## src/trct_pkg.sv

```systemverilog
`timescale 1ns / 1ps
// ============================================================================
// trct_pkg - shared types and constants of the tunnel relay connection table
// Holds the header codes, result kinds, slot entry layout and the command and
// status groups that join the controller to the datapath.
// ============================================================================
package trct_pkg;

    localparam int TABLE_SLOTS_DEFAULT = 16;

    // Results per input item are capped at this count.
    localparam int RESULT_CAP = 16;
    localparam int CNT_W      = $clog2(RESULT_CAP + 1);

    localparam logic [15:0] ECHO_SOCKET    = 16'h0002;
    localparam logic [31:0] BROADCAST_HOST = 32'hffff_ffff;
    localparam logic [31:0] REGISTER_HOST  = 32'h0000_0000;
    localparam logic [15:0] TIMEOUT_RESET  = 16'd120;

    typedef enum logic [1:0] {
        KIND_FORWARD = 2'd0,
        KIND_ACK     = 2'd1,
        KIND_FULL    = 2'd2
    } t_kind;

    typedef struct packed {
        logic [31:0] host;
        logic [15:0] port;
        logic [31:0] last_active;
    } t_slot_entry;

    typedef struct packed {
        logic accept;   // take the item at the input
        logic issue;    // read the next slot
        logic eval;     // commit the slot under evaluation
        logic finish;   // close the scan, push the final result if any
    } t_dp_cmd;

    typedef struct packed {
        logic in_tick;      // item at the input is a tick
        logic ev_valid;     // a slot is under evaluation
        logic all_issued;   // every slot has been read
        logic ev_need_out;  // the slot under evaluation pushes a result
        logic claim;        // registration claims the slot under evaluation
        logic fin_need_out; // closing the scan pushes a result
        logic out_free;     // output register can take a result now
    } t_dp_status;

endpackage

```

## src/tunnel_relay_connection_table_core.sv

```systemverilog
`timescale 1ns / 1ps
// ============================================================================
// tunnel_relay_connection_table_core - relay table for tunneled packets
// Registers clients in a slot table and emits one forward result per target
// slot, an ack on registration or a table-full result.
// ============================================================================
// A tick item yields no result. A packet item is accepted, then the scan
// walks the slot memory slot by slot through its single read port, evaluates
// the last slot read, sees the drained read stage and closes; a registration
// stops at the slot it claims. The scan holds while the slot under
// evaluation must push a result and the output register is full and not
// taken. A forward is held back until the next hit or the end of the scan,
// since the last flag is known only then; at most sixteen results leave per
// item.
// Slot host, port and activity time live in memory without reset; only the
// connected bits are cleared, so no clearing pass follows reset. The timeout
// register may be written at any time the block is idle.
// ============================================================================
module tunnel_relay_connection_table_core #(
    parameter int TABLE_SLOTS = trct_pkg::TABLE_SLOTS_DEFAULT
) (
    input  logic        i_clk,
    input  logic        i_rst_n,
    // configuration: idle timeout in seconds
    input  logic        i_cfg_we,
    input  logic [15:0] i_cfg_wdata,
    // input items
    input  logic        i_in_valid,
    output logic        o_in_stall,
    input  logic        i_action,
    input  logic [15:0] i_dest_socket,
    input  logic [31:0] i_dest_host,
    input  logic [15:0] i_dest_port,
    input  logic [31:0] i_source_host,
    input  logic [15:0] i_source_port,
    input  logic [31:0] i_arrival_host,
    input  logic [15:0] i_arrival_port,
    // result items
    output logic        o_out_valid,
    input  logic        i_out_stall,
    output logic [1:0]  o_kind,
    output logic [3:0]  o_slot_index,
    output logic [31:0] o_peer_host,
    output logic [15:0] o_peer_port,
    output logic        o_last
);

    trct_pkg::t_dp_cmd    dp_cmd;
    trct_pkg::t_dp_status dp_status;

    // Sequence accept, scan and close.
    trct_ctrl u_ctrl (
        .i_clk      (i_clk),
        .i_rst_n    (i_rst_n),
        .i_in_valid (i_in_valid),
        .o_in_stall (o_in_stall),
        .i_status   (dp_status),
        .o_cmd      (dp_cmd)
    );

    // Hold the table, time base and result registers.
    trct_datapath #(
        .TABLE_SLOTS (TABLE_SLOTS)
    ) u_datapath (
        .i_clk          (i_clk),
        .i_rst_n        (i_rst_n),
        .i_cfg_we       (i_cfg_we),
        .i_cfg_wdata    (i_cfg_wdata),
        .i_action       (i_action),
        .i_dest_socket  (i_dest_socket),
        .i_dest_host    (i_dest_host),
        .i_dest_port    (i_dest_port),
        .i_source_host  (i_source_host),
        .i_source_port  (i_source_port),
        .i_arrival_host (i_arrival_host),
        .i_arrival_port (i_arrival_port),
        .i_out_stall    (i_out_stall),
        .i_cmd          (dp_cmd),
        .o_status       (dp_status),
        .o_out_valid    (o_out_valid),
        .o_kind         (o_kind),
        .o_slot_index   (o_slot_index),
        .o_peer_host    (o_peer_host),
        .o_peer_port    (o_peer_port),
        .o_last         (o_last)
    );

endmodule

```

## src/trct_ctrl.sv

```systemverilog
`timescale 1ns / 1ps
// ============================================================================
// trct_ctrl - sequencer of the relay table
// Accepts items, steps the slot scan and closes it, stalling the scan while
// the output register cannot take a result.
// ============================================================================
module trct_ctrl (
    input  logic                 i_clk,
    input  logic                 i_rst_n,
    input  logic                 i_in_valid,
    output logic                 o_in_stall,
    input  trct_pkg::t_dp_status i_status,
    output trct_pkg::t_dp_cmd    o_cmd
);

    typedef enum logic [2:0] {
        S_IDLE   = 3'b001,
        S_SCAN   = 3'b010,
        S_FINISH = 3'b100
    } t_state;

    t_state r_state;
    t_state n_state;
    logic   stall_b;

    always_comb begin
        n_state = r_state;
        o_cmd   = '0;
        stall_b = i_status.ev_valid && i_status.ev_need_out && !i_status.out_free;
        case (r_state)
            S_IDLE: begin
                o_cmd.accept = i_in_valid;
                if (i_in_valid && !i_status.in_tick) begin
                    n_state = S_SCAN;
                end
            end
            S_SCAN: begin
                o_cmd.eval  = i_status.ev_valid && !stall_b;
                o_cmd.issue = !i_status.all_issued && !stall_b;
                if (o_cmd.eval && i_status.claim) begin
                    n_state = S_IDLE;
                end else if (!i_status.ev_valid && i_status.all_issued) begin
                    n_state = S_FINISH;
                end
            end
            S_FINISH: begin
                if (!i_status.fin_need_out || i_status.out_free) begin
                    o_cmd.finish = 1'b1;
                    n_state      = S_IDLE;
                end
            end
            default: begin
                n_state = S_IDLE;
            end
        endcase
    end

    always_ff @(posedge i_clk) begin
        if (!i_rst_n) begin
            r_state <= S_IDLE;
        end else begin
            r_state <= n_state;
        end
    end

    assign o_in_stall = (r_state != S_IDLE);

endmodule

```

## src/trct_datapath.sv

```systemverilog
`timescale 1ns / 1ps
// ============================================================================
// trct_datapath - slot store, scan pipeline and result registers
// Keeps the slot memory and connected bits, the seconds counter and timeout,
// evaluates one slot per cycle while not stalled, holds the pending and output results.
// ============================================================================
module trct_datapath #(
    parameter int TABLE_SLOTS = trct_pkg::TABLE_SLOTS_DEFAULT
) (
    input  logic                 i_clk,
    input  logic                 i_rst_n,
    input  logic                 i_cfg_we,
    input  logic [15:0]          i_cfg_wdata,
    input  logic                 i_action,
    input  logic [15:0]          i_dest_socket,
    input  logic [31:0]          i_dest_host,
    input  logic [15:0]          i_dest_port,
    input  logic [31:0]          i_source_host,
    input  logic [15:0]          i_source_port,
    input  logic [31:0]          i_arrival_host,
    input  logic [15:0]          i_arrival_port,
    input  logic                 i_out_stall,
    input  trct_pkg::t_dp_cmd    i_cmd,
    output trct_pkg::t_dp_status o_status,
    output logic                 o_out_valid,
    output logic [1:0]           o_kind,
    output logic [3:0]           o_slot_index,
    output logic [31:0]          o_peer_host,
    output logic [15:0]          o_peer_port,
    output logic                 o_last
);

    localparam int IW = (TABLE_SLOTS > 1) ? $clog2(TABLE_SLOTS) : 1;
    localparam int CW = $clog2(TABLE_SLOTS + 1);

    // configuration and time
    logic [15:0] r_timeout;
    logic [31:0] r_seconds;

    // captured item
    logic        r_reg_mode;
    logic [31:0] r_dest_host;
    logic [15:0] r_dest_port;
    logic [31:0] r_src_host;
    logic [15:0] r_src_port;
    logic [31:0] r_arr_host;
    logic [15:0] r_arr_port;

    // slot store
    trct_pkg::t_slot_entry   r_slot_mem [TABLE_SLOTS];
    trct_pkg::t_slot_entry   r_rd_data;
    logic [TABLE_SLOTS-1:0]  r_conn;

    // scan pipeline
    logic [CW-1:0] r_rd_idx;
    logic          r_ev_valid;
    logic [IW-1:0] r_ev_idx;

    // pending forward, held until the next hit or the end of the scan
    logic                       r_pend_valid;
    logic [3:0]                 r_pend_slot;
    logic [31:0]                r_pend_host;
    logic [15:0]                r_pend_port;
    logic [trct_pkg::CNT_W-1:0] r_cnt;

    // output register
    logic              r_out_valid;
    trct_pkg::t_kind   r_out_kind;
    logic [3:0]        r_out_slot;
    logic [31:0]       r_out_host;
    logic [15:0]       r_out_port;
    logic              r_out_last;
    logic              n_out_valid;
    trct_pkg::t_kind   n_out_kind;
    logic [3:0]        n_out_slot;
    logic [31:0]       n_out_host;
    logic [15:0]       n_out_port;
    logic              n_out_last;

    logic                  start;
    logic                  ev_conn;
    logic [31:0]           idle;
    logic                  reclaim;
    logic                  is_source;
    logic                  hit;
    logic                  hit_ok;
    logic                  claim;
    logic                  refresh;
    logic                  wr_en;
    trct_pkg::t_slot_entry wr_data;
    logic [3:0]            ev_slot4;
    logic                  out_free;

    assign start = i_cmd.accept && !i_action;

    assign ev_conn   = r_conn[r_ev_idx];
    assign idle      = r_seconds - r_rd_data.last_active;
    assign reclaim   = !ev_conn || (idle > {16'd0, r_timeout});
    assign is_source = (r_rd_data.host == r_src_host) && (r_rd_data.port == r_src_port);
    assign hit       = ev_conn && ((r_dest_host == trct_pkg::BROADCAST_HOST) ? !is_source :
                       ((r_rd_data.host == r_dest_host) && (r_rd_data.port == r_dest_port)));
    assign hit_ok    = !r_reg_mode && hit && (r_cnt < trct_pkg::CNT_W'(trct_pkg::RESULT_CAP));
    assign claim     = r_reg_mode && r_ev_valid && reclaim;
    assign refresh   = !r_reg_mode && ev_conn && is_source;
    assign ev_slot4  = 4'(r_ev_idx);
    assign out_free  = !r_out_valid || !i_out_stall;

    assign wr_en = i_cmd.eval && (claim || refresh);
    always_comb begin
        wr_data             = r_rd_data;
        wr_data.last_active = r_seconds;
        if (r_reg_mode) begin
            wr_data.host = r_arr_host;
            wr_data.port = r_arr_port;
        end
    end

    always_comb begin
        o_status              = '0;
        o_status.in_tick      = i_action;
        o_status.ev_valid     = r_ev_valid;
        o_status.all_issued   = (r_rd_idx == CW'(TABLE_SLOTS));
        o_status.ev_need_out  = claim || (hit_ok && r_pend_valid);
        o_status.claim        = claim;
        o_status.fin_need_out = r_reg_mode || r_pend_valid;
        o_status.out_free     = out_free;
    end

    // configuration, time and captured item
    always_ff @(posedge i_clk) begin
        if (!i_rst_n) begin
            r_timeout <= trct_pkg::TIMEOUT_RESET;
            r_seconds <= '0;
        end else begin
            if (i_cfg_we) begin
                r_timeout <= i_cfg_wdata;
            end
            if (i_cmd.accept && i_action) begin
                r_seconds <= r_seconds + 32'd1;
            end
        end
    end

    always_ff @(posedge i_clk) begin
        if (start) begin
            r_reg_mode  <= (i_dest_socket == trct_pkg::ECHO_SOCKET) &&
                           (i_dest_host == trct_pkg::REGISTER_HOST);
            r_dest_host <= i_dest_host;
            r_dest_port <= i_dest_port;
            r_src_host  <= i_source_host;
            r_src_port  <= i_source_port;
            r_arr_host  <= i_arrival_host;
            r_arr_port  <= i_arrival_port;
        end
    end

    // slot memory: one read, one write per cycle
    always_ff @(posedge i_clk) begin
        if (i_cmd.issue) begin
            r_rd_data <= r_slot_mem[r_rd_idx[IW-1:0]];
        end
        if (wr_en) begin
            r_slot_mem[r_ev_idx] <= wr_data;
        end
    end

    always_ff @(posedge i_clk) begin
        if (!i_rst_n) begin
            r_conn <= '0;
        end else if (i_cmd.eval && claim) begin
            r_conn[r_ev_idx] <= 1'b1;
        end
    end

    // scan pipeline
    always_ff @(posedge i_clk) begin
        if (!i_rst_n) begin
            r_rd_idx   <= '0;
            r_ev_valid <= 1'b0;
        end else if (start) begin
            r_rd_idx   <= '0;
            r_ev_valid <= 1'b0;
        end else if (i_cmd.issue) begin
            r_rd_idx   <= r_rd_idx + CW'(1);
            r_ev_valid <= 1'b1;
        end else if (i_cmd.eval) begin
            r_ev_valid <= 1'b0;
        end
    end

    always_ff @(posedge i_clk) begin
        if (i_cmd.issue) begin
            r_ev_idx <= r_rd_idx[IW-1:0];
        end
    end

    // pending forward and result count
    always_ff @(posedge i_clk) begin
        if (!i_rst_n) begin
            r_pend_valid <= 1'b0;
            r_cnt        <= '0;
        end else if (start || i_cmd.finish) begin
            r_pend_valid <= 1'b0;
            r_cnt        <= '0;
        end else if (i_cmd.eval && hit_ok) begin
            r_pend_valid <= 1'b1;
            r_cnt        <= r_cnt + trct_pkg::CNT_W'(1);
        end
    end

    always_ff @(posedge i_clk) begin
        if (i_cmd.eval && hit_ok) begin
            r_pend_slot <= ev_slot4;
            r_pend_host <= r_rd_data.host;
            r_pend_port <= r_rd_data.port;
        end
    end

    // output register
    always_comb begin
        n_out_valid = r_out_valid && i_out_stall;
        n_out_kind  = r_out_kind;
        n_out_slot  = r_out_slot;
        n_out_host  = r_out_host;
        n_out_port  = r_out_port;
        n_out_last  = r_out_last;
        if (i_cmd.eval && claim) begin
            n_out_valid = 1'b1;
            n_out_kind  = trct_pkg::KIND_ACK;
            n_out_slot  = ev_slot4;
            n_out_host  = r_arr_host;
            n_out_port  = r_arr_port;
            n_out_last  = 1'b1;
        end else if ((i_cmd.eval && hit_ok && r_pend_valid) ||
                     (i_cmd.finish && !r_reg_mode && r_pend_valid)) begin
            n_out_valid = 1'b1;
            n_out_kind  = trct_pkg::KIND_FORWARD;
            n_out_slot  = r_pend_slot;
            n_out_host  = r_pend_host;
            n_out_port  = r_pend_port;
            n_out_last  = i_cmd.finish;
        end else if (i_cmd.finish && r_reg_mode) begin
            n_out_valid = 1'b1;
            n_out_kind  = trct_pkg::KIND_FULL;
            n_out_slot  = '0;
            n_out_host  = '0;
            n_out_port  = '0;
            n_out_last  = 1'b1;
        end
    end

    always_ff @(posedge i_clk) begin
        if (!i_rst_n) begin
            r_out_valid <= 1'b0;
        end else begin
            r_out_valid <= n_out_valid;
        end
    end

    always_ff @(posedge i_clk) begin
        r_out_kind <= n_out_kind;
        r_out_slot <= n_out_slot;
        r_out_host <= n_out_host;
        r_out_port <= n_out_port;
        r_out_last <= n_out_last;
    end

    assign o_out_valid  = r_out_valid;
    assign o_kind       = r_out_kind;
    assign o_slot_index = r_out_slot;
    assign o_peer_host  = r_out_host;
    assign o_peer_port  = r_out_port;
    assign o_last       = r_out_last;

endmodule

```

## config.mk

```make
export PLATFORM = sky130hd
export DESIGN_NAME = tunnel_relay_connection_table_core
export DESIGN_NICKNAME = d
export VERILOG_FILES = /design/src/trct_pkg.sv /design/src/tunnel_relay_connection_table_core.sv /design/src/trct_ctrl.sv /design/src/trct_datapath.sv
export SDC_FILE = /design/constraint.sdc
export NUM_CORES = 2
export LEC_CHECK = 0
export BUFFER_PORTS_ARGS = -buffer_cell sky130_fd_sc_hd__buf_2
export CAP_MARGIN = 30
export CORE_MARGIN = 5
export CORE_UTILIZATION = 55
export DETAILED_ROUTE_END_ITERATION = 6
export PLACE_DENSITY = 0.76
export SYNTH_ARGS = -nofsm -noshare
export SYNTH_HDL_FRONTEND = slang
export SYNTH_HIERARCHICAL = 1
export SYNTH_SLANG_ARGS = --single-unit
export TNS_END_PERCENT = 50
```

## constraint.sdc

```tcl
create_clock -name i_clk -period 15.26 [get_ports i_clk]
set_clock_uncertainty 0.1 [all_clocks]
set_input_delay 2.289 -clock i_clk [delete_from_list [all_inputs] [get_ports i_clk]]
set_output_delay 2.289 -clock i_clk [all_outputs]
set_load 0.01 [all_outputs]
```

==> metrics.md <==
| Metric | Value |
|---|---|
| Clock buffer depth | `3` |
| Die Height | `357 microns` |
| GRT overflow | `0` |
| Peak VDD IR | `105 uV` |
| Final TNS setup | `0 ns` |
| Initial Utilization | `55.3%` |
| Critical path depth | `34` |
| Post-CTS setup buffers | `0` |
| Logic pwr share | `1.7%` |
| H-Tree Depth | `4` |
| Max Slew Vio Count | `0` |
| CP startpoint kind | `register` |
| Share of cells above drive strength 1 | `28.5%` |
| Cts hold-fix bufs | `0` |
| GP Congestion | `0.879` |
| YS warnings | `6` |
| Initial DRC Count | `5038` |
| WL/cell | `32.3 microns` |
| Worst rel slew slack | `26.0%` |
| Via count | `34486` |
| Synth top area share | `73.0%` |
| Post-synth top flop | `edfxtp_1` |
| Post-synth EDFFs | `1613` |
| Pwr dens | `124 nW/um^2` |
| Maxcap violations | `0` |
| Sequential power share | `55.0%` |
| Setup crit start | `u_datapath/r_seconds[0]` |
| R2r worst-path depth | `34` |
| Worst setup path class | `reg -> reg` |
| Slowest cell on the critical path | `or3_4` |
| Actual slew at the worst max-slew pin | `1.10 ns` |
| Maximum fanout along the worst path | `72` |
| Pleak | `23.0 nW` |
| Post-CTS sizing | `0` |
| Setup crit end kind | `register` |
| Vias in the first global route | `34595` |
| Initial antenna violation count | `10` |
| Placed insts | `4940` |
| Syn Inst Count | `3168` |
| Reg clk slew, reported paths | `0.06 ns` |
| Upper clock frequency limit | `0.0937 GHz` |
| Clk pwr share | `43.3%` |
| Net Sw Power | `0.00188 W` |
| Final Hold Violating Endpoints | `0` |
| Hold Crit Class | `reg -> reg` |
| Crit path buf inv count | `5` |
| Hpwl dp | `96300 microns` |
| Final wirelength | `170000 microns` |
| Post-synthesis cell area | `66300 sq um` |
| Drt pass-1 iters | `5` |
| Crit path capture | `u_datapath/r_slot_mem[0][7]` |
| Placeable Area | `120000 sq um` |
| Endpoints failing setup | `0` |
| Seq/Total Area, Yosys | `75.6%` |
| Run status | `finished clean` |
| Synth async-reset ratio | `0%` |
| Worst R2R End | `u_datapath/r_slot_mem[0][7]` |
| Most area-consuming cells after synthesis | `edfxtp_1 73%, mux4_2 14%, dfxtp_1 2.5%` |
| Nets | `3733` |
| CP peak stage delay | `0.84 ns` |
| Yosys reg bits | `1696` |
| Critical path arrival | `10.98 ns` |
| Most used cell, CP | `a21o_1` |
| Dominant cell type by area after synthesis | `edfxtp_1` |
| Fin crit share | `70.0%` |
| Syn_nets | `3402` |
| Post-route DRC | `0` |
| Distinct cell type count after synthesis | `73` |
| R2R Setup Slk | `4.58 ns` |
| Chip Width | `357 microns` |
| Reg-to-Reg Start | `u_datapath/r_seconds[0]` |
| Later-pin clock latency in the skew report | `0.80 ns` |
| IO buf count | `238` |
| Finished Core Util | `62.7%` |
| Pint | `0.00742 W` |
| ANT nets after route | `0` |
| RSZ-0062 raised after global routing | `false` |
| I/O pins | `239` |
| GRT Total Usage | `26.7%` |
| Clock root buffer | `clkbuf_16` |
| Row count | `127` |
| Final std cells w/o fill | `5255` |
| Crit-path leading delay family | `simple AND/OR/NAND/NOR gates` |
| Clock sink total | `1696` |
| Min cycle time layout | `10.68 ns` |
| Via density | `6.56` |
| CTS tree | `done` |
| Synth Area per Inst | `20.9 sq um` |
| Layout area overhead | `13.3%` |
| Critical Path RT | `15.56 ns` |
| Switching Share | `20.2%` |
| Largest net degree at the start of global routing | `126` |
| Die ar. | `128000 sq um` |
| First-pass GRT wire length | `244000 microns` |
| Total CTS buffers | `165` |
-- layout make-up --
cell class,count,area [sq um]
diodes,5,12.5
clock buffers,208,4360
inverters,67,251
flip-flops and latches,1696,50100
clock inverters,98,970
well taps,1612,2020
fillers,7861,44700
multi-input cells,1261,15500
repair buffers,308,1850
-- power by group through the flow --
stage | clock network [W] | registers, W | logic [W]
2_1_floorplan | 0 | 0.00520 | 0.0000889
3_3_place_gp | 0 | 0.00521 | 0.000153
3_5_place_dp | 0 | 0.00521 | 0.000157
4_1_cts | 0.00407 | 0.00511 | 0.000159
5_1_grt | 0.00430 | 0.00511 | 0.000171
6_report | 0.00403 | 0.00511 | 0.000160
-- placed cells by master, fill, tap and decap left out, types with 21 or more instances in the layout --
master | Yosys | layout
dfxtp_1 | 83 | 79
nor3_1 | 22 | 21
a21oi_1 | 55 | 54
xnor2_1 | 65 | 65
buf_4 | 5 | 59
nand3_1 | 27 | 27
clkbuf_1 | 98 | 37
clkbuf_16 | 0 | 166
inv_1 | 67 | 66
xor2_1 | 85 | 85
mux2_2 | 48 | 48
buf_2 | 3 | 240
clkinv_1 | 0 | 33
nand2_1 | 68 | 67
nor4_1 | 35 | 35
mux4_2 | 404 | 404
edfxtp_1 | 1613 | 1613
nand4_1 | 44 | 44
ha_1 | 51 | 51
a32o_1 | 52 | 52
nor2_1 | 94 | 78
clkinv_2 | 0 | 30
-- per-stage QoR --
stage	setup slack (ns)	hold slack (ns)	cell area, sq um	power (W)
after detailed placement	4.95	0.362	69700	0.00536
after global placement	5.00	0.359	69600	0.00536
final	4.58	0.377	75100	0.00930
after global routing	3.97	0.392	75100	0.00958
after CTS	4.76	0.376	75000	0.00934
after floorplan	2.89	0.324	66300	0.00529
-- layer usage --
metal	part of all wire [%]	routed length, microns	global-route usage, %	vias to the layer above
li1	-	-	-	13821
met1	37	62900	37.4	17982
met2	49	83100	42.7	2324
met3	10	17400	5.38	353
met4	3.6	6070	9.09	6
met5	0.024	41	0	-
-- state kept, by name (all words and copies together) (netlist names), 32 cells and up --
| register | cells |
|---|---|
| u_datapath/o_peer_host | 32 |
| u_datapath/r_seconds | 32 |
| u_datapath/r_src_host | 32 |
| u_datapath/r_dest_host | 32 |
| u_datapath/r_rd_data | 80 |
| u_datapath/r_arr_host | 32 |
| u_datapath/r_slot_mem | 1280 |
| u_datapath/r_pend_host | 32 |
-- synthesized netlist by cell type, types with 18 or more instances --
cell and number:
clkbuf_1 98, nand4_1 44, a22o_1 18, mux2_2 48
nor2_1 94, nand3_1 27, ha_1 51, xnor2_1 65
inv_1 67, buf_1 30, dfxtp_1 83, a21oi_1 55
nor4_1 35, a32o_1 52, xor2_1 85, o21ai_0 18
nor3_1 22, mux4_2 404, nand2_1 68, edfxtp_1 1613
a21o_1 18
-- worst register-to-register path: cells and delay by family, from the launching register on --
family / cells / cell delay (ns)
and+or+nand+nor: 12 / 3.92
AOI/OAI and AO/OA: 13 / 2.50
buffers and inverters: 5 / 1.85
adders and majority gates: 3 / 0.98
DFF: 1 / 0.76
xor gates and xnor gates: 1 / 0.14
-- kinds of logic after synthesis --
kind of cell,share of synthesized area [%]
AND/OR/NAND/NOR,2.75
XOR/XNOR,1.98
adder cells (fa/ha/maj),0.993
AO/OA/AOI/OAI,2.67
flip-flops,75.6
multiplexers,14.7
buffers and inverters,1.30
-- worst min-delay path by stage --
stage | start | end | slack (ns) | cells past startpoint
global placement | u_datapath/r_conn[11] | u_datapath/r_conn[11] | 0.36 | 1
finish | u_datapath/r_conn[14] | u_datapath/r_conn[14] | 0.38 | 1
detailed placement | u_datapath/r_conn[0] | u_datapath/r_conn[0] | 0.36 | 1
floorplan | u_datapath/ev_slot4[3] | u_datapath/r_pend_slot[3] | 0.32 | 0
CTS | u_datapath/r_conn[14] | u_datapath/r_conn[14] | 0.38 | 1
global route | u_datapath/r_conn[8] | u_datapath/r_conn[8] | 0.39 | 1
Note: power is estimated with default switching activity, not from simulation.
